**config.mk**
```make
export PLATFORM = sky130hd
export DESIGN_NAME = same_attribute_in_tie_count_unit
export DESIGN_NICKNAME = d
export VERILOG_FILES = /design/src/hw/rtl/satc_pkg.sv /design/src/hw/rtl/same_attribute_in_tie_count_unit.sv /design/src/hw/rtl/satc_regs.sv /design/src/hw/rtl/satc_ctrl.sv /design/src/hw/rtl/satc_dpath.sv
export SDC_FILE = /design/constraint.sdc
export NUM_CORES = 1
export LEC_CHECK = 0
export BUFFER_PORTS_ARGS = -buffer_cell sky130_fd_sc_hd__buf_2
export CORE_MARGIN = 8
export CORE_UTILIZATION = 58
export DETAILED_ROUTE_END_ITERATION = 10
export PLACE_DENSITY = 0.85
export SYNTH_ARGS = -nofsm -noshare
export SYNTH_HDL_FRONTEND = slang
export SYNTH_SLANG_ARGS = --single-unit
```
**constraint.sdc**
```tcl
create_clock -name clk -period 3.5 [get_ports clk]
set_input_delay 0.175 -clock clk [delete_from_list [all_inputs] [get_ports clk]]
set_output_delay 0.175 -clock clk [all_outputs]
set_load 0.01 [all_outputs]
```
**src/hw/rtl/satc_pkg.sv**
```systemverilog
`default_nettype none

package satc_pkg;

    localparam int MAX_ACTORS    = 4096;
    localparam int FRACTION_BITS = 16;

    // group sizes and actor counts run up to MAX_ACTORS
    localparam int GROUP_W = $clog2(MAX_ACTORS + 1);
    // count plus the optional extra one
    localparam int COUNT_W = GROUP_W + 1;
    // quotient of (count << FRACTION_BITS) / divisor
    localparam int QUO_W   = COUNT_W + FRACTION_BITS;
    // radicand for the root, padded to an even width
    localparam int RAD_W   = QUO_W + FRACTION_BITS;
    localparam int RAD_WE  = RAD_W + (RAD_W % 2);
    localparam int ROOT_W  = RAD_WE / 2;
    localparam int SREM_W  = ROOT_W + 2;

    localparam int VALUE_W = 32;
    localparam int COV_W   = 32;
    localparam int DATA_W  = 32;

    localparam int WIDE_A  = (QUO_W > ROOT_W) ? QUO_W : ROOT_W;
    localparam int WIDE_W  = (WIDE_A > VALUE_W) ? WIDE_A : VALUE_W + 1;
    localparam int STEP_W  = $clog2(WIDE_A);

    localparam int NUM_REGS = 6;
    localparam int ADDR_W   = $clog2(NUM_REGS) + 2;
    localparam int IDX_W    = ADDR_W - 2;

    typedef enum logic [1:0] {
        CMD_BEGIN  = 2'd0,
        CMD_SENDER = 2'd1,
        CMD_FINISH = 2'd2
    } cmd_code_t;

    typedef enum logic [IDX_W-1:0] {
        REG_SAME_VALUE      = IDX_W'(0),
        REG_SAME_VARIABLE   = IDX_W'(1),
        REG_EXCLUDE_MISSING = IDX_W'(2),
        REG_AVERAGE_MODE    = IDX_W'(3),
        REG_ROOT_MODE       = IDX_W'(4),
        REG_ACTOR_COUNT     = IDX_W'(5)
    } reg_idx_t;

    typedef enum logic [1:0] {
        KIND_FIXED,
        KIND_DIVIDE,
        KIND_PLAIN
    } kind_t;

    typedef struct packed {
        logic               same_value;
        logic               same_variable;
        logic               exclude_missing;
        logic               average_mode;
        logic               root_mode;
        logic [GROUP_W-1:0] actor_count;
    } cfg_t;

    typedef struct packed {
        logic begin_load;
        logic sender_count;
        logic finish_load;
        logic div_step;
        logic sqrt_load;
        logic sqrt_step;
        logic emit;
    } ctl_t;

    typedef struct packed {
        kind_t kind;
        logic  last;
    } sts_t;

endpackage

`default_nettype wire

```
**src/hw/rtl/same_attribute_in_tie_count_unit.sv**
```systemverilog
// Same-attribute in-tie count. A begin transfer latches ego's covariate, missing flag,
// group size and tie flag and clears the count; each sender transfer compares the
// sender's Q16.16 covariate with ego's and may add one; a finish transfer emits the
// statistic as unsigned Q16.16 with a divide-by-zero flag. Begin and sender transfers
// are taken back to back while no finish is in progress. A finish transfer holds the
// command channel off while the result is built: during the division when the count is
// divided (one quotient bit per cycle from the restoring divider), during the root when
// it is taken (a load step, then one root bit per cycle) and while the output register
// is loaded; a finish that completes while the previous result still waits in the output
// register holds the channel until that result is taken. Begin and sender transfers
// are taken while a result waits in the output register. Registers on the APB port:
// same_value (0x00), same_variable (0x04), exclude_missing (0x08), average_mode (0x0c),
// root_mode (0x10), actor_count (0x14); write them only while no query is in flight.
`default_nettype none

module same_attribute_in_tie_count_unit (
    input  wire logic                                clk,
    input  wire logic                                rst_n,
    input  wire logic                                psel,
    input  wire logic                                penable,
    input  wire logic                                pwrite,
    input  wire logic        [satc_pkg::ADDR_W-1:0]  paddr,
    input  wire logic        [satc_pkg::DATA_W-1:0]  pwdata,
    output logic             [satc_pkg::DATA_W-1:0]  prdata,
    output logic                                     pready,
    input  wire logic                                cmd_valid,
    output logic                                     cmd_ready,
    input  wire logic        [1:0]                   command,
    input  wire logic signed [satc_pkg::COV_W-1:0]   ego_value,
    input  wire logic                                ego_missing,
    input  wire logic        [satc_pkg::GROUP_W-1:0] ego_group_size,
    input  wire logic                                ego_tie_to_alter,
    input  wire logic signed [satc_pkg::COV_W-1:0]   sender_value,
    input  wire logic                                sender_missing,
    output logic                                     res_valid,
    input  wire logic                                res_ready,
    output logic             [satc_pkg::VALUE_W-1:0] result_value,
    output logic                                     divide_by_zero
);

    satc_pkg::cfg_t cfg;
    satc_pkg::ctl_t ctl;
    satc_pkg::sts_t sts;

    satc_regs u_regs (
        .clk     (clk),
        .rst_n   (rst_n),
        .psel    (psel),
        .penable (penable),
        .pwrite  (pwrite),
        .paddr   (paddr),
        .pwdata  (pwdata),
        .prdata  (prdata),
        .pready  (pready),
        .cfg     (cfg)
    );

    satc_ctrl u_ctrl (
        .clk       (clk),
        .rst_n     (rst_n),
        .cfg       (cfg),
        .cmd_valid (cmd_valid),
        .cmd_ready (cmd_ready),
        .command   (command),
        .res_valid (res_valid),
        .res_ready (res_ready),
        .sts       (sts),
        .ctl       (ctl)
    );

    satc_dpath u_dpath (
        .clk              (clk),
        .rst_n            (rst_n),
        .cfg              (cfg),
        .ctl              (ctl),
        .sts              (sts),
        .ego_value        (ego_value),
        .ego_missing      (ego_missing),
        .ego_group_size   (ego_group_size),
        .ego_tie_to_alter (ego_tie_to_alter),
        .sender_value     (sender_value),
        .sender_missing   (sender_missing),
        .result_value     (result_value),
        .divide_by_zero   (divide_by_zero)
    );

endmodule

`default_nettype wire

```
**src/hw/rtl/satc_regs.sv**
```systemverilog
`default_nettype none

module satc_regs (
    input  wire logic                          clk,
    input  wire logic                          rst_n,
    input  wire logic                          psel,
    input  wire logic                          penable,
    input  wire logic                          pwrite,
    input  wire logic [satc_pkg::ADDR_W-1:0]   paddr,
    input  wire logic [satc_pkg::DATA_W-1:0]   pwdata,
    output logic      [satc_pkg::DATA_W-1:0]   prdata,
    output logic                               pready,
    output satc_pkg::cfg_t                     cfg
);

    satc_pkg::cfg_t                   cfg_reg;
    logic                             wr_en;
    logic [satc_pkg::IDX_W-1:0]       idx;

    assign pready = 1'b1;
    assign wr_en  = psel & penable & pwrite;
    assign idx    = paddr[satc_pkg::ADDR_W-1:2];
    assign cfg    = cfg_reg;

    always_ff @(posedge clk or negedge rst_n)
    begin
        if (!rst_n)
        begin
            cfg_reg <= '{same_value: 1'b1, default: '0};
        end
        else if (wr_en)
        begin
            unique case (idx)
                satc_pkg::REG_SAME_VALUE:      cfg_reg.same_value      <= pwdata[0];
                satc_pkg::REG_SAME_VARIABLE:   cfg_reg.same_variable   <= pwdata[0];
                satc_pkg::REG_EXCLUDE_MISSING: cfg_reg.exclude_missing <= pwdata[0];
                satc_pkg::REG_AVERAGE_MODE:    cfg_reg.average_mode    <= pwdata[0];
                satc_pkg::REG_ROOT_MODE:       cfg_reg.root_mode       <= pwdata[0];
                satc_pkg::REG_ACTOR_COUNT:
                    cfg_reg.actor_count <= pwdata[satc_pkg::GROUP_W-1:0];
                default: ;
            endcase
        end
    end

    always_comb
    begin
        unique case (idx)
            satc_pkg::REG_SAME_VALUE:      prdata = satc_pkg::DATA_W'(cfg_reg.same_value);
            satc_pkg::REG_SAME_VARIABLE:   prdata = satc_pkg::DATA_W'(cfg_reg.same_variable);
            satc_pkg::REG_EXCLUDE_MISSING: prdata = satc_pkg::DATA_W'(cfg_reg.exclude_missing);
            satc_pkg::REG_AVERAGE_MODE:    prdata = satc_pkg::DATA_W'(cfg_reg.average_mode);
            satc_pkg::REG_ROOT_MODE:       prdata = satc_pkg::DATA_W'(cfg_reg.root_mode);
            satc_pkg::REG_ACTOR_COUNT:     prdata = satc_pkg::DATA_W'(cfg_reg.actor_count);
            default:                       prdata = '0;
        endcase
    end

endmodule

`default_nettype wire

```
**src/hw/rtl/satc_ctrl.sv**
```systemverilog
`default_nettype none

module satc_ctrl (
    input  wire logic                clk,
    input  wire logic                rst_n,
    input  satc_pkg::cfg_t           cfg,
    input  wire logic                cmd_valid,
    output logic                     cmd_ready,
    input  wire logic [1:0]          command,
    output logic                     res_valid,
    input  wire logic                res_ready,
    input  satc_pkg::sts_t           sts,
    output satc_pkg::ctl_t           ctl
);

    typedef enum logic [2:0] {
        ST_IDLE,
        ST_DIV,
        ST_ROOT_PREP,
        ST_ROOT,
        ST_OUT
    } state_t;

    state_t state_reg;
    logic   res_valid_reg;
    logic   accept;
    logic   out_free;

    assign cmd_ready = (state_reg == ST_IDLE);
    assign accept    = cmd_valid & cmd_ready;
    assign out_free  = ~res_valid_reg | res_ready;
    assign res_valid = res_valid_reg;

    always_comb
    begin
        ctl = '0;
        unique case (state_reg)
            ST_IDLE:
            begin
                if (accept)
                begin
                    unique case (command)
                        satc_pkg::CMD_BEGIN:  ctl.begin_load   = 1'b1;
                        satc_pkg::CMD_SENDER: ctl.sender_count = 1'b1;
                        satc_pkg::CMD_FINISH: ctl.finish_load  = 1'b1;
                        default: ;
                    endcase
                end
            end
            ST_DIV:       ctl.div_step  = 1'b1;
            ST_ROOT_PREP: ctl.sqrt_load = 1'b1;
            ST_ROOT:      ctl.sqrt_step = 1'b1;
            ST_OUT:       ctl.emit      = out_free;
            default: ;
        endcase
    end

    always_ff @(posedge clk or negedge rst_n)
    begin
        if (!rst_n)
        begin
            state_reg     <= ST_IDLE;
            res_valid_reg <= 1'b0;
        end
        else
        begin
            if (ctl.emit)
            begin
                res_valid_reg <= 1'b1;
            end
            else if (res_ready)
            begin
                res_valid_reg <= 1'b0;
            end
            unique case (state_reg)
                ST_IDLE:
                begin
                    if (ctl.finish_load)
                    begin
                        unique case (sts.kind)
                            satc_pkg::KIND_DIVIDE: state_reg <= ST_DIV;
                            satc_pkg::KIND_PLAIN:
                                state_reg <= cfg.root_mode ? ST_ROOT_PREP : ST_OUT;
                            default: state_reg <= ST_OUT;
                        endcase
                    end
                end
                ST_DIV:
                begin
                    if (sts.last)
                    begin
                        state_reg <= cfg.root_mode ? ST_ROOT_PREP : ST_OUT;
                    end
                end
                ST_ROOT_PREP: state_reg <= ST_ROOT;
                ST_ROOT:
                begin
                    if (sts.last)
                    begin
                        state_reg <= ST_OUT;
                    end
                end
                ST_OUT:
                begin
                    if (out_free)
                    begin
                        state_reg <= ST_IDLE;
                    end
                end
                default: state_reg <= ST_IDLE;
            endcase
        end
    end

endmodule

`default_nettype wire

```
**src/hw/rtl/satc_dpath.sv**
```systemverilog
`default_nettype none

module satc_dpath (
    input  wire logic                               clk,
    input  wire logic                               rst_n,
    input  satc_pkg::cfg_t                          cfg,
    input  satc_pkg::ctl_t                          ctl,
    output satc_pkg::sts_t                          sts,
    input  wire logic signed [satc_pkg::COV_W-1:0]  ego_value,
    input  wire logic                               ego_missing,
    input  wire logic        [satc_pkg::GROUP_W-1:0] ego_group_size,
    input  wire logic                               ego_tie_to_alter,
    input  wire logic signed [satc_pkg::COV_W-1:0]  sender_value,
    input  wire logic                               sender_missing,
    output logic             [satc_pkg::VALUE_W-1:0] result_value,
    output logic                                    divide_by_zero
);

    localparam int GROUP_W = satc_pkg::GROUP_W;
    localparam int COUNT_W = satc_pkg::COUNT_W;
    localparam int QUO_W   = satc_pkg::QUO_W;
    localparam int RAD_WE  = satc_pkg::RAD_WE;
    localparam int ROOT_W  = satc_pkg::ROOT_W;
    localparam int SREM_W  = satc_pkg::SREM_W;
    localparam int VALUE_W = satc_pkg::VALUE_W;
    localparam int WIDE_W  = satc_pkg::WIDE_W;
    localparam int STEP_W  = satc_pkg::STEP_W;
    localparam int FRAC    = satc_pkg::FRACTION_BITS;

    typedef enum logic [1:0] {
        SRC_FIXED,
        SRC_QUO,
        SRC_ROOT
    } src_t;

    // query state
    logic [GROUP_W-1:0]           match_count_reg;
    logic [satc_pkg::COV_W-1:0]   ego_cov_reg;
    logic                         ego_absent_reg;
    logic [GROUP_W-1:0]           group_size_reg;
    logic                         tie_present_reg;

    // finish unit
    logic [QUO_W-1:0]             quo_reg;
    logic [GROUP_W-1:0]           divisor_reg;
    logic [GROUP_W-1:0]           drem_reg;
    logic [RAD_WE-1:0]            rad_reg;
    logic [ROOT_W-1:0]            root_reg;
    logic [SREM_W-1:0]            srem_reg;
    logic [STEP_W-1:0]            step_reg;
    src_t                         src_reg;
    logic                         fix_sat_reg;

    logic [VALUE_W-1:0]           result_value_reg;
    logic                         dbz_reg;

    // sender compare
    logic                         equal;
    logic                         hit;

    // finish decision
    logic [COUNT_W-1:0]           count;
    logic                         fixed_zero;
    logic                         empty_group;
    logic                         other_pos;
    logic [GROUP_W-1:0]           other_size;
    satc_pkg::kind_t              kind;
    logic [QUO_W-1:0]             dividend_init;

    // divider step
    logic [GROUP_W:0]             dtrial;
    logic                         dge;
    logic [GROUP_W:0]             ddiff;

    // root step
    logic [SREM_W+1:0]            strial;
    logic [SREM_W+1:0]            stest;
    logic                         sge;
    logic [SREM_W+1:0]            sdiff;

    // output select
    logic [WIDE_W-1:0]            wide_val;
    logic                         wide_sat;

    assign equal = (sender_value == ego_cov_reg);
    assign hit   = (cfg.same_value ? equal : ~equal)
                   & ~(cfg.exclude_missing & sender_missing);

    assign count       = COUNT_W'(match_count_reg)
                         + COUNT_W'(cfg.same_value & cfg.same_variable & ~tie_present_reg);
    assign fixed_zero  = cfg.exclude_missing & ego_absent_reg;
    assign empty_group = cfg.average_mode & cfg.same_value & (group_size_reg == '0);
    assign other_pos   = cfg.actor_count > group_size_reg;
    assign other_size  = cfg.actor_count - group_size_reg;

    always_comb
    begin
        priority if (fixed_zero || empty_group)
        begin
            kind = satc_pkg::KIND_FIXED;
        end
        else if (cfg.average_mode && (cfg.same_value || other_pos))
        begin
            kind = satc_pkg::KIND_DIVIDE;
        end
        else
        begin
            kind = satc_pkg::KIND_PLAIN;
        end
    end

    // different-value average with no others gives zero
    assign dividend_init = (cfg.average_mode && !cfg.same_value && !other_pos)
                           ? '0 : {count, {FRAC{1'b0}}};

    assign dtrial = {drem_reg, quo_reg[QUO_W-1]};
    assign dge    = dtrial >= {1'b0, divisor_reg};
    assign ddiff  = dtrial - {1'b0, divisor_reg};

    assign strial = {srem_reg, rad_reg[RAD_WE-1 -: 2]};
    assign stest  = (SREM_W + 2)'({root_reg, 2'b01});
    assign sge    = strial >= stest;
    assign sdiff  = strial - stest;

    assign wide_val = (src_reg == SRC_ROOT) ? WIDE_W'(root_reg) : WIDE_W'(quo_reg);
    assign wide_sat = |wide_val[WIDE_W-1:VALUE_W];

    assign sts.kind = kind;
    assign sts.last = (step_reg == '0);

    assign result_value   = result_value_reg;
    assign divide_by_zero = dbz_reg;

    always_ff @(posedge clk or negedge rst_n)
    begin
        if (!rst_n)
        begin
            match_count_reg <= '0;
            ego_cov_reg     <= '0;
            ego_absent_reg  <= 1'b0;
            group_size_reg  <= '0;
            tie_present_reg <= 1'b0;
        end
        else if (ctl.begin_load)
        begin
            match_count_reg <= '0;
            ego_cov_reg     <= ego_value;
            ego_absent_reg  <= ego_missing;
            group_size_reg  <= ego_group_size;
            tie_present_reg <= ego_tie_to_alter;
        end
        else if (ctl.sender_count && hit && (match_count_reg != '1))
        begin
            match_count_reg <= match_count_reg + 1'b1;
        end
    end

    always_ff @(posedge clk or negedge rst_n)
    begin
        if (!rst_n)
        begin
            step_reg <= '0;
            src_reg  <= SRC_FIXED;
        end
        else if (ctl.finish_load)
        begin
            step_reg <= STEP_W'(QUO_W - 1);
            src_reg  <= (kind == satc_pkg::KIND_FIXED) ? SRC_FIXED : SRC_QUO;
        end
        else if (ctl.sqrt_load)
        begin
            step_reg <= STEP_W'(ROOT_W - 1);
            src_reg  <= SRC_ROOT;
        end
        else if ((ctl.div_step || ctl.sqrt_step) && (step_reg != '0))
        begin
            step_reg <= step_reg - 1'b1;
        end
    end

    // restoring divider and digit-by-digit root, one bit per cycle
    always_ff @(posedge clk)
    begin
        if (ctl.finish_load)
        begin
            quo_reg     <= dividend_init;
            divisor_reg <= cfg.same_value ? group_size_reg : other_size;
            drem_reg    <= '0;
            fix_sat_reg <= empty_group & ~fixed_zero;
        end
        else if (ctl.div_step)
        begin
            quo_reg  <= {quo_reg[QUO_W-2:0], dge};
            drem_reg <= dge ? ddiff[GROUP_W-1:0] : dtrial[GROUP_W-1:0];
        end

        if (ctl.sqrt_load)
        begin
            rad_reg  <= RAD_WE'({quo_reg, {FRAC{1'b0}}});
            root_reg <= '0;
            srem_reg <= '0;
        end
        else if (ctl.sqrt_step)
        begin
            rad_reg  <= {rad_reg[RAD_WE-3:0], 2'b00};
            root_reg <= {root_reg[ROOT_W-2:0], sge};
            srem_reg <= sge ? sdiff[SREM_W-1:0] : strial[SREM_W-1:0];
        end

        if (ctl.emit)
        begin
            if (src_reg == SRC_FIXED)
            begin
                result_value_reg <= fix_sat_reg ? '1 : '0;
                dbz_reg          <= fix_sat_reg;
            end
            else
            begin
                result_value_reg <= wide_sat ? '1 : wide_val[VALUE_W-1:0];
                dbz_reg          <= 1'b0;
            end
        end
    end

endmodule

`default_nettype wire

```
## Word-level counts from Yosys, hierarchy flattened

Cells that the tools add are included.

| storage, ports and cells | value |
|---|---|
| output and inout port bits | 68 |
| word-level logic and storage cells | 144 |
| register bits after elaboration | 257 |

| cells by class | value |
|---|---|
| add/subtract/negate cells | 6 |
| reductions and logical operators | 32 |
| order comparisons | 3 |
| equal/unequal tests | 20 |
| multiplexer cells | 42 |
| bitwise operators | 17 |

Operators by type and width:

| kind | number |
|---|---|
| 30-bit 2-to-1 mux | 4 |
| 32-bit 2-to-1 mux | 3 |
| 46-bit 2-to-1 mux | 2 |
| 13-bit case mux with 6 select lines | 1 |
| 13-bit 2-to-1 mux | 4 |
| 32-bit equality test | 1 |
| 27-bit by 25-bit >= comparator with 1-bit output | 1 |
| 13-bit subtractor | 2 |
| 25-bit 2-to-1 mux | 1 |
| 25-bit subtractor | 1 |
| 3-bit 2-to-1 mux | 7 |
| 5-bit 2-to-1 mux | 3 |
| 3-bit case mux with 5 select lines | 1 |
| 13-bit by 14-bit adder with 14-bit output | 1 |
| 14-bit bitwise AND | 1 |
| 14-bit by 13-bit >= comparator with 1-bit output | 1 |
| 1-bit inverter with 14-bit output | 1 |
| 13-bit by 1-bit adder with 13-bit output, second input constant | 1 |
| 13-bit > comparator | 1 |
| 13-bit logical NOT | 1 |
| 13-bit != test, second input constant | 1 |
| 3-bit by 2-bit equality test with 1-bit output, second input constant | 4 |
| 2-bit AND reduction | 6 |
| 1-bit 2-to-1 mux | 11 |
| 22 further kinds | 60 |

## Longest topological paths before layout

Gate-level depths: netlist (run 1).

| logic depth | value |
|---|---|
| depth after elaboration | 9 |
| gate-level depth with buffers | 13 |

## Modules after synthesis

From an unflattened synthesis (run 1), not the netlist that was laid out.

| second synthesis, totals | value |
|---|---|
| cells, all modules | 1368 |
| area total of the unflattened synthesis | 14096.0 µm² |

By module, submodules not included:

| module | instances | cells each | area an instance (µm²) | seq. area each (µm²) |
|---|---|---|---|---|
| satc_dpath | 1 | 1244 | 12710.9 | 6050.8 |
| satc_regs | 1 | 89 | 1079.8 | 451.7 |
| satc_ctrl | 1 | 35 | 305.3 | 100.1 |

## Worst setup path after synthesis (run 1)

OpenSTA, ideal clock, no wires.

| path | value |
|---|---|
| kind | register -> register |
| start point | reg u_dpath.root_reg[3] |
| end point | reg u_dpath.srem_reg[11] |
| cell stages (with the launch flop) | 14 |
| setup slack | 0.938 ns |
| path buffers | 3 |
| data required time | 3.378 ns |
| arrival | 2.440 ns |
| path through | dfxtp_1 > inv_1 > ha_1 > buf_2 > o21a_1 > o211ai_2 > a211oi_2 > o21ba_2 > o21ai_2 > a21oi_2 > or2_1 > buf_2 > buf_2 > a221o_1 |

| between the ends | value |
|---|---|
| longest elaborated chain between the ends | 2 |

Ends and longest elaborated chain:

| item | line | text |
|---|---|---|
| from (decl) | satc_dpath.sv:48 | `logic [ROOT_W-1:0] root_reg;` |
| from (signal assigned) | satc_dpath.sv:206 | `root_reg <= {root_reg[ROOT_W-2:0], sge};` |
| 25-bit subtractor / 27-bit by 25-bit >= comparator with 1-bit output (equally long branches) | satc_dpath.sv:123, satc_dpath.sv:122 |  |
| 25-bit 2-to-1 mux (*) | satc_dpath.sv:207 | `srem_reg <= sge ? sdiff[SREM_W-1:0] : strial[SREM_W-1:0];` |
| to (signal assigned) | satc_dpath.sv:207 |  |
| to (decl) | satc_dpath.sv:49 | `logic [SREM_W-1:0] srem_reg;` |

Mark *: on every way between the ends. The rest lies on a longest branch, timed or not.
A chain may end at the register's enable or synchronous reset.

## Worst setup path after layout (run 1)

| path | value |
|---|---|
| start point | reg u_dpath.root_reg[5] |
| end point | reg u_dpath.srem_reg[20] |

The elaborated chain is that of the path after synthesis.

==> results of run 1 <==
-- cell usage in the layout, fill, tap and decap left out, types with 5 or more instances in the layout --
cell	netlist	final
a221o_1	11	11
o21a_1	11	11
buf_4	23	25
nor2b_1	9	9
conb_1	2	20
xor2_1	58	58
nor4_1	16	16
buf_2	8	151
or3_1	16	16
dfxtp_1	61	61
ha_1	56	56
edfxtp_1	105	105
nand2b_1	10	10
inv_1	81	81
clkinv_2	0	5
mux2_2	17	17
mux2i_1	14	14
a21o_1	22	22
o31ai_1	11	11
nand2_1	312	312
xnor2_1	28	28
o21ai_0	107	107
and3_1	12	12
clkbuf_16	0	30
nor3_1	26	25
o211ai_1	12	12
and2_1	32	32
a211oi_1	18	18
a32o_1	7	7
nand4_1	17	17
a21oi_1	76	76
dfrtp_1	88	88
dlygate4sd3_1	0	63
nor2_1	71	70
clkbuf_8	0	6
nand3_1	55	55
o21ai_1	11	11
-- Yosys cell counts (8+ instances only) --
cell / instances / area [um2]
nand2_1: 312 / 1170
nor2b_1: 9 / 56.3
mux2i_1: 14 / 140
mux2_2: 17 / 191
inv_1: 81 / 304
buf_2: 8 / 40.0
nor2_1: 71 / 267
nand3_1: 55 / 275
edfxtp_1: 105 / 3150
and2_1: 32 / 200
nor3_1: 26 / 130
o21ai_0: 107 / 536
a221o_1: 11 / 110
o21a_1: 11 / 82.6
xor2_1: 58 / 508
nor4_1: 16 / 100
buf_4: 23 / 173
a21o_1: 22 / 165
a21oi_1: 76 / 380
xnor2_1: 28 / 245
and3_1: 12 / 75.1
nand2b_1: 10 / 62.6
o21ai_1: 11 / 55.1
ha_1: 56 / 701
or3_1: 16 / 100
dfrtp_1: 88 / 2200
a211oi_1: 18 / 135
clkbuf_1: 63 / 236
nand4_1: 17 / 106
dfxtp_1: 61 / 1220
o31ai_1: 11 / 82.6
o211ai_1: 12 / 90.1
-- worst min-delay path: stages --
cell and delay (ns):
buf_2 0.16, nor4_1 0.10, o21ai_0 0.16
-- logic make-up (layout without fill, tap and decap cells) --
family	Yosys count	after routing	share of synthesized area
XOR/XNOR	86	86	0.0538
other	2	21	0.000537
buffers and inverters	179	374	0.0549
AO/OA/AOI/OAI	324	324	0.146
adder cells (fa/ha/maj)	58	58	0.0529
AND/OR/NAND/NOR	597	597	0.194
multiplexers	32	32	0.0253
flip-flops	255	255	0.472
-- metrics by stage --
step	setup slack (ns)	std cells	hold WS [ns]
after floorplan	0.938	1551	-0.121
after global placement	0.710	1955	0.365
after detailed placement	0.709	1955	0.368
after CTS	0.671	2070	0.0107
after global routing	0.371	2070	0.107
final	0.602	2071	0.0949
-- where the power goes --
part           internal [mW]  leakage, nW  switching (mW)
clock network           1.91        0.493            1.23
registers               4.32         2.61           0.853
logic                   3.01         4.24            4.30
-- routing by layer --
metal,GRT usage,routed length (um),vias up
li1,-,-,5693
met1,0.319,15100,5775
met2,0.437,18700,645
met3,0.0549,3090,123
met4,0.0949,1490,0
met5,0,0,-
-- path summary, 6_finish.rpt --
| kind | startpoint | endpoint | slack, ns | cells past startpoint |
|---|---|---|---|---|
| max | u_dpath.root_reg[5] | u_dpath.srem_reg[20] | 0.60 | 10 |
| min | paddr[4] | u_regs.cfg[17] | 0.09 | 3 |
| max reg2reg | u_dpath.root_reg[5] | u_dpath.srem_reg[20] | 0.60 | 10 |
| min reg2reg | u_dpath.drem_reg[7] | u_dpath.drem_reg[7] | 0.49 | 2 |
| max in group asynchronous | rst_n | u_dpath.ego_cov_reg[25] | 2.32 | 3 |
| min in group asynchronous | rst_n | u_regs.cfg[5] | 0.33 | 2 |
-- final cells by class --
type	instances	area, um2
Inverter	82	308
Tap cell	324	405
Fill cell	1673	7410
Antenna cell	1	2.50
Sequential cell	255	6600
Multi-Input combinational cell	1117	6700
Clock inverter	14	166
Clock buffer	38	841
Timing Repair Buffer	240	1590
==> impl_metrics.toml, run 1 <==
[synth]
synth_seq_cells = 255
synth_area_per_cell_um2 = 9.13
synth_ff_type = "edfxtp_1"
yosysUniqueCellTypes = 79
syn_area_mm2 = 0.0140
seq_area_frac_synth = 0.472
async_flop_share = 0.349
synth-edff-count = 105
ys_warn_count = 0
synthCells = 1533

[clock_network]
hold_buffers = 63
clk_pin_slew_ns = 0.06
post_cts_buffers = 0
clockBufferDepth = 3
clkSinkCount = 255
cts_tree = "done"
clockRootBuffer = "clkbuf_16"
htree_levels = 1
ctsResizeCount = 0
clkLatencyLatePin_ns = 0.53
cts_made_buffers = 28

[global_route]
grt_max_degree = 77
grt.overflow.total = 0
grt_usage = 0.257
grt_pass1_wl_mm = 61.4
antenna_found_initial = 1
grt_pass1_vias = 12067

[final_layout]
synthToLayoutAreaGrowth_pct = 18.7
largest_reg_flops = 32
nets = 1908
drive_above_1_share = 0.152
post-route-util = 0.691
fin_area_mm2 = 0.0166

[min_path]
hp-class = "in2reg"

[die]
die_h_um = 171
die_w_um = 171
dieArea_mm2 = 0.0294
ios = 194
start_util = 0.582
core_mm2 = 0.0240
fp-row-count = 57

[route]
vias = 12236
drt_iter0_drc = 1365
antenna_left = 0
routedWlPerCell_um = 18.6
via_per_inst = 5.91
drc_errors = 0
totalWireLength_mm = 38.4
dr.pass1.iters = 5

[timing]
finalClockSkew_ns = 0.0104
post-route-min-period_ns = 2.90
post-route-period-util = 0.828
slew_headroom = 0.222
setup_tns_ns = 0
slew_violations = 0
hold_violations = 0
worst_pin_slew_ns = 1.16
rsz0062_at_grt = "no"
setup_viol = 0
timing.fmax_mhz = 345

[power]
p_leak_nw = 7.34
powerDensity_mw_per_mm2 = 941
ir_drop_mv = 0.567
power_mw = 15.6

[placed_design]
dp.final_hpwl_mm = 24.4
numPortBuffers = 152
routabilityCongestion = 0.924
postPlaceCellArea_mm2 = 0.0150

[worst_setup_path]
path_max_fanout = 5
end_kind = "flop"
crit_path_max_incr_delay_ns = 0.44
required_ns = 3.92
cp-start-kind = "flop"
critPathSlowestCell = "a2111oi_2"
path_cells = "inv_1 -> ha_1 -> a211oi_1 -> o21ai_0 -> a221oi_1 -> o21ai_1 -> a2111oi_2 -> o31ai_1 -> xnor2_1 -> a31o_1"
worst-setup-path-type = "reg2reg"
crit_buf_inv = 1
worst-endpoint-arrival_ns = 3.32
crit_family = "compound AO/OA/AOI/OAI gates"

[outcome]
status = "completed"

[run]
maxCapViolations = 0
(Power assumes the default switching activity.)
==> inputs of run 2 (changes only) <==
Settings changed: CORE_UTILIZATION 58 to 53, PLACE_DENSITY 0.85 to 0.82.
Clock period 3.5 ns to 2.6 ns, I/O delays scaled along.
==> impl_metrics.toml, run 2 (same netlist as run 1, synthesis figures left out) <==
[final_layout]
layout_common_cells = "nand2_1 (312), buf_2 (152), edfxtp_1 (105), o21ai_0 (100), buf_4 (90)"
largest_reg_flops = 32
drive_above_1_share = 0.207
nets = 1980
fillCellCount = 1927
final_common_cell = "nand2_1"
synthToLayoutAreaGrowth_pct = 24.4

[min_path]
whs_path_depth = 3
hp-class = "in2reg"
whs_endpoint = "u_regs.cfg[17]"
hold_path_startpoint = "paddr[4]"

[timing]
setup_viol = 0
finalClockSkew_ns = 0.00862
rsz0062_at_grt = "yes"
setup_slack_ns = 0.0356
timing.fmax_mhz = 390
post-route-min-period_ns = 2.56
post-route-period-util = 0.986
worst_pin_slew_ns = 0.878
slew_violations = 0
hold_violations = 0
slew_headroom = 0.413

[global_route]
grt_pass1_wl_mm = 63.7
antenna_found_initial = 1
grt_pass1_vias = 12533
grt.overflow.total = 0
grt_usage = 0.242
grt_max_degree = 73

[worst_setup_path]
critPathSlowestCell = "edfxtp_1"
timing.rr.start = "u_dpath.rad_reg[44]"
crit_path_max_incr_delay_ns = 0.51
path_max_fanout = 5
reg2reg_depth = 10
required_ns = 3.03
r2r_end = "u_dpath.srem_reg[8]"
path_cells = "inv_1 -> ha_1 -> o21ai_1 -> buf_4 -> a221o_1 -> a21o_1 -> a21oi_1 -> xor2_1 -> o21ai_0 -> a32o_1"
crit_family = "compound AO/OA/AOI/OAI gates"
r2r_slack_ns = 0.04
worst-endpoint-arrival_ns = 2.99
crit_buf_inv = 2
cp-start-kind = "flop"
end_kind = "flop"
worst-setup-path-type = "reg2reg"

[route]
antenna_left = 0
routedWlPerCell_um = 18.6
via_per_inst = 5.82
drc_errors = 0
totalWireLength_mm = 40.0
dr.pass1.iters = 6
drt_iter0_drc = 1164
vias = 12534

[clock_network]
clkLatencyLatePin_ns = 0.54
clockBufferDepth = 3
clk_pin_slew_ns = 0.06
clockRootBuffer = "clkbuf_16"
cts_tree = "done"
clkSinkCount = 255
htree_levels = 1
cts_made_buffers = 26

[outcome]
status = "completed"

[power]
power_mw = 22.6
powerDensity_mw_per_mm2 = 1300
p_leak_nw = 7.70
ir_drop_mv = 0.937

[die]
ios = 194
dieArea_mm2 = 0.0319
fp-row-count = 59
core_mm2 = 0.0260
die_h_um = 179
start_util = 0.539
die_w_um = 179

[run]
maxCapViolations = 0

[placed_design]
routabilityCongestion = 0.907
post-place-ws_ns = -0.0686
numPortBuffers = 152
dp.final_hpwl_mm = 25.9
-- run 2: cell types whose count changed in the layout (fill, tap and decap cells not counted), sizes merged --
cell / previous run / this run
clkinvlp: 3 / 1
buf: 177 / 251
bufinv: 3 / 0
diode: 1 / 2
clkbuf: 38 / 43
inv: 85 / 83
clkinv: 5 / 3
-- run 2: worst max-delay path by stage --
stage | from | endpoint | slack (ns) | cells after the start
after floorplan | u_dpath.root_reg[3] | u_dpath.srem_reg[11] | 0.04 | 13
after global placement | u_dpath.root_reg[5] | u_dpath.srem_reg[20] | -0.04 | 10
after detailed placement | u_dpath.root_reg[5] | u_dpath.srem_reg[20] | -0.07 | 10
after CTS | u_dpath.group_size_reg[1] | u_dpath.quo_reg[23] | 0.003 | 11
after global routing | u_dpath.root_reg[10] | u_dpath.srem_reg[8] | -0.06 | 10
final | u_dpath.rad_reg[44] | u_dpath.srem_reg[8] | 0.04 | 10
-- run 2: power by group --
part           internal (mW)  total, mW  leakage, nW  switching, mW
Clock                   2.19       3.77        0.425           1.58
Sequential              5.82       6.88         2.61           1.05
Combinational           5.40       12.0         4.66           6.57
-- run 2: layer usage --
metal	wire length, um	track usage	up-vias
met4	1750	0.0920	0
met2	19100	0.408	620
li1	-	-	5832
met1	16000	0.303	5949
met5	0	0	-
met3	3200	0.0491	133
-- run 2: cell type report --
cell class	instances	area (um2)	share of cell area
well taps	335	419	0.0241
multi-input cells	1117	6990	0.401
flip-flops and latches	255	6610	0.379
clock buffers	43	837	0.0481
clock inverters	5	27.5	0.00158
inverters	82	308	0.0177
diodes	2	5.00	0.000287
repair buffers	314	2220	0.128
-- run 2: repair_timing --
item,4_1_cts,5_1_grt
endpoints found under the setup margin,31,81
buffers inserted,1,10
pin swaps,2,18
cloned,0,1
hold buffers,63,0
resized for setup,10,54
hold endpoints to repair,155,0
-- run 2: worst reg2reg max path, delay by kind of cell, from the launching register on --
family / cells / cell delay [ns]
flip-flops: 1 / 0.51
XOR/XNOR: 1 / 0.20
adder cells (fa/ha/maj): 1 / 0.19
AO/OA/AOI/OAI: 6 / 1.28
buffers and inverters: 2 / 0.28
-- run 2: stage by stage --
step / cell area (um2) / util / hold WS (ns) / instances / TNS, ns
after floorplan: 14100 / - / -0.166 / 1551 / 0
after global placement: 15500 / 0.597 / 0.105 / 2028 / -0.0597
after detailed placement: 15500 / 0.597 / 0.109 / 2028 / -0.590
after CTS: 17100 / 0.658 / 0.0319 / 2140 / 0
after global routing: 17400 / 0.670 / 0.0942 / 2151 / -0.564
final: 17400 / 0.670 / 0.0751 / 2153 / 0
==> inputs of run 3 (changes only) <==
Settings changed: CORE_UTILIZATION 53 to 46, PLACE_DENSITY 0.82 to 0.74.
==> impl_metrics.toml, run 3 (same netlist as run 1, synthesis figures left out) <==
[outcome]
status = "completed"

[power]
powerDensity_mw_per_mm2 = 1290
p_clk_frac = 0.171
power_frac_comb = 0.527
p_seq_frac = 0.303
p_leak_nw = 7.76
switching_power_mw = 9.09
p_sw_frac = 0.399
ir_drop_mv = 0.681
p_int_mw = 13.7

[placed_design]
post-place-ws_ns = -0.0522
dp_cells = 2095
dp.final_hpwl_mm = 25.5
numPortBuffers = 152
routabilityCongestion = 0.903

[timing]
worst_pin_slew_ns = 0.738
setup_slack_ns = 0.0692
hold_violations = 0
finalClockSkew_ns = 0.00921
post-route-period-util = 0.973
slew_headroom = 0.506
holdWs_ns = 0.0356
setup_viol = 0
slew_violations = 0
timing.fmax_mhz = 395
rsz0062_at_grt = "yes"
post-route-min-period_ns = 2.53
setup_tns_ns = 0

[final_layout]
layout_common_cells = "nand2_1 (312), buf_2 (151), edfxtp_1 (105), o21ai_0 (100), buf_4 (92)"
drive_above_1_share = 0.218
nets = 1987
antenna_cells = 0
final_common_cell = "nand2_1"
fin_cells = 2219
largest_reg_flops = 32
synthToLayoutAreaGrowth_pct = 26.0
post-route-util = 0.582

[worst_setup_path]
worst-endpoint-arrival_ns = 2.95
crit_start = "u_dpath.root_reg[10]"
reg2reg_depth = 10
cp-start-kind = "flop"
crit_path_end = "u_dpath.srem_reg[8]"
worst-setup-path-type = "reg2reg"
end_kind = "flop"
r2r_end = "u_dpath.srem_reg[8]"
required_ns = 3.02
timing.rr.start = "u_dpath.root_reg[10]"
r2r_slack_ns = 0.07
path_max_fanout = 6

[clock_network]
cts_tree = "done"
clk_pin_slew_ns = 0.06
htree_levels = 1
clkSinkCount = 255
clockRootBuffer = "clkbuf_16"
clkLatencyLatePin_ns = 0.54
clockBufferDepth = 3
cts_made_buffers = 27

[run]
maxCapViolations = 0

[route]
vias = 12206
routedWlPerCell_um = 17.3
via_per_inst = 5.50
dr.pass1.iters = 8
drt_iter0_drc = 867
antenna_left = 0
drc_errors = 0
totalWireLength_mm = 38.3

[die]
start_util = 0.462
die_w_um = 190
dieArea_mm2 = 0.0363
ios = 194
core_mm2 = 0.0303
die_h_um = 190
fp-row-count = 64

[min_path]
hp-class = "in2reg"

[global_route]
grt_max_degree = 74
antenna_found_initial = 1
grt.overflow.total = 0
grt_pass1_vias = 12200
grt_usage = 0.202
grt_pass1_wl_mm = 61.1
## run 3: changes by cell type in the layout (fill, tap and decap cells not counted), sizes merged
cell / previous run / this run
diode: 2 / 0
clkinv: 3 / 1
inv: 83 / 82
bufinv: 0 / 2
clkbuf: 43 / 46
clkinvlp: 1 / 0
buf: 251 / 257
## run 3: worst min-delay path by stage
stage | end | cells past startpoint | from | slack, ns
2_1_floorplan | u_ctrl.res_valid | 0 | rst_n | -0.17
3_3_place_gp | u_regs.cfg[4] | 1 | rst_n | 0.19
3_5_place_dp | u_regs.cfg[4] | 1 | rst_n | 0.19
4_1_cts | u_regs.cfg[17] | 4 | paddr[2] | 0.004
5_1_grt | u_regs.cfg[17] | 4 | paddr[2] | 0.04
6_report | u_regs.cfg[17] | 4 | paddr[2] | 0.04
## run 3: layout make-up
type                    instances  area (um2)
clock inverters                 3        65.1
multi-input cells            1117        7030
clock buffers                  46         821
fillers                      2527       12600
flip-flops and latches        255        6620
repair buffers                320        2290
inverters                      82         308
well taps                     396         495
## run 3: routing by layer
metal	share of wire	GRT usage	wire, um
met2	0.48	0.343	18400
met3	0.072	0.0448	2780
met4	0.033	0.0719	1260
met5	0.00034	0	13
met1	0.42	0.249	15900
## run 3: critical path, stage by stage (launching register included)
cell and delay [ns]:
dfxtp_2 0.34, inv_1 0.06, ha_1 0.31, a21oi_2 0.18, o21ai_1 0.10, or3_4 0.37
o21ai_4 0.20, a21oi_4 0.11, buf_4 0.19, or3_1 0.30, a32o_1 0.25
## run 3: per-stage QoR
stage,area (um2),power [mW]
5_1_grt,17600,24.3
4_1_cts,17200,21.6
6_report,17600,22.8
3_3_place_gp,15600,17.1
2_1_floorplan,14100,14.0
3_5_place_dp,15600,17.5
## run 3: timing repair
action	CTS	global route
pin swaps	2	28
buffers inserted	0	12
endpoints found under the setup margin	40	58
endpoints found under the hold margin	112	0
hold buffers	63	0
gates resized for setup	10	79
cloned	0	1
## run 3: power by group through the flow
stage               logic, mW  clock network (mW)  registers [mW]
floorplan                7.45                   0            6.52
global placement         10.3                   0            6.81
detailed placement       10.6                   0            6.86
CTS                      10.9                3.94            6.81
global route             13.2                4.11            7.03
finish                   12.0                3.88            6.89
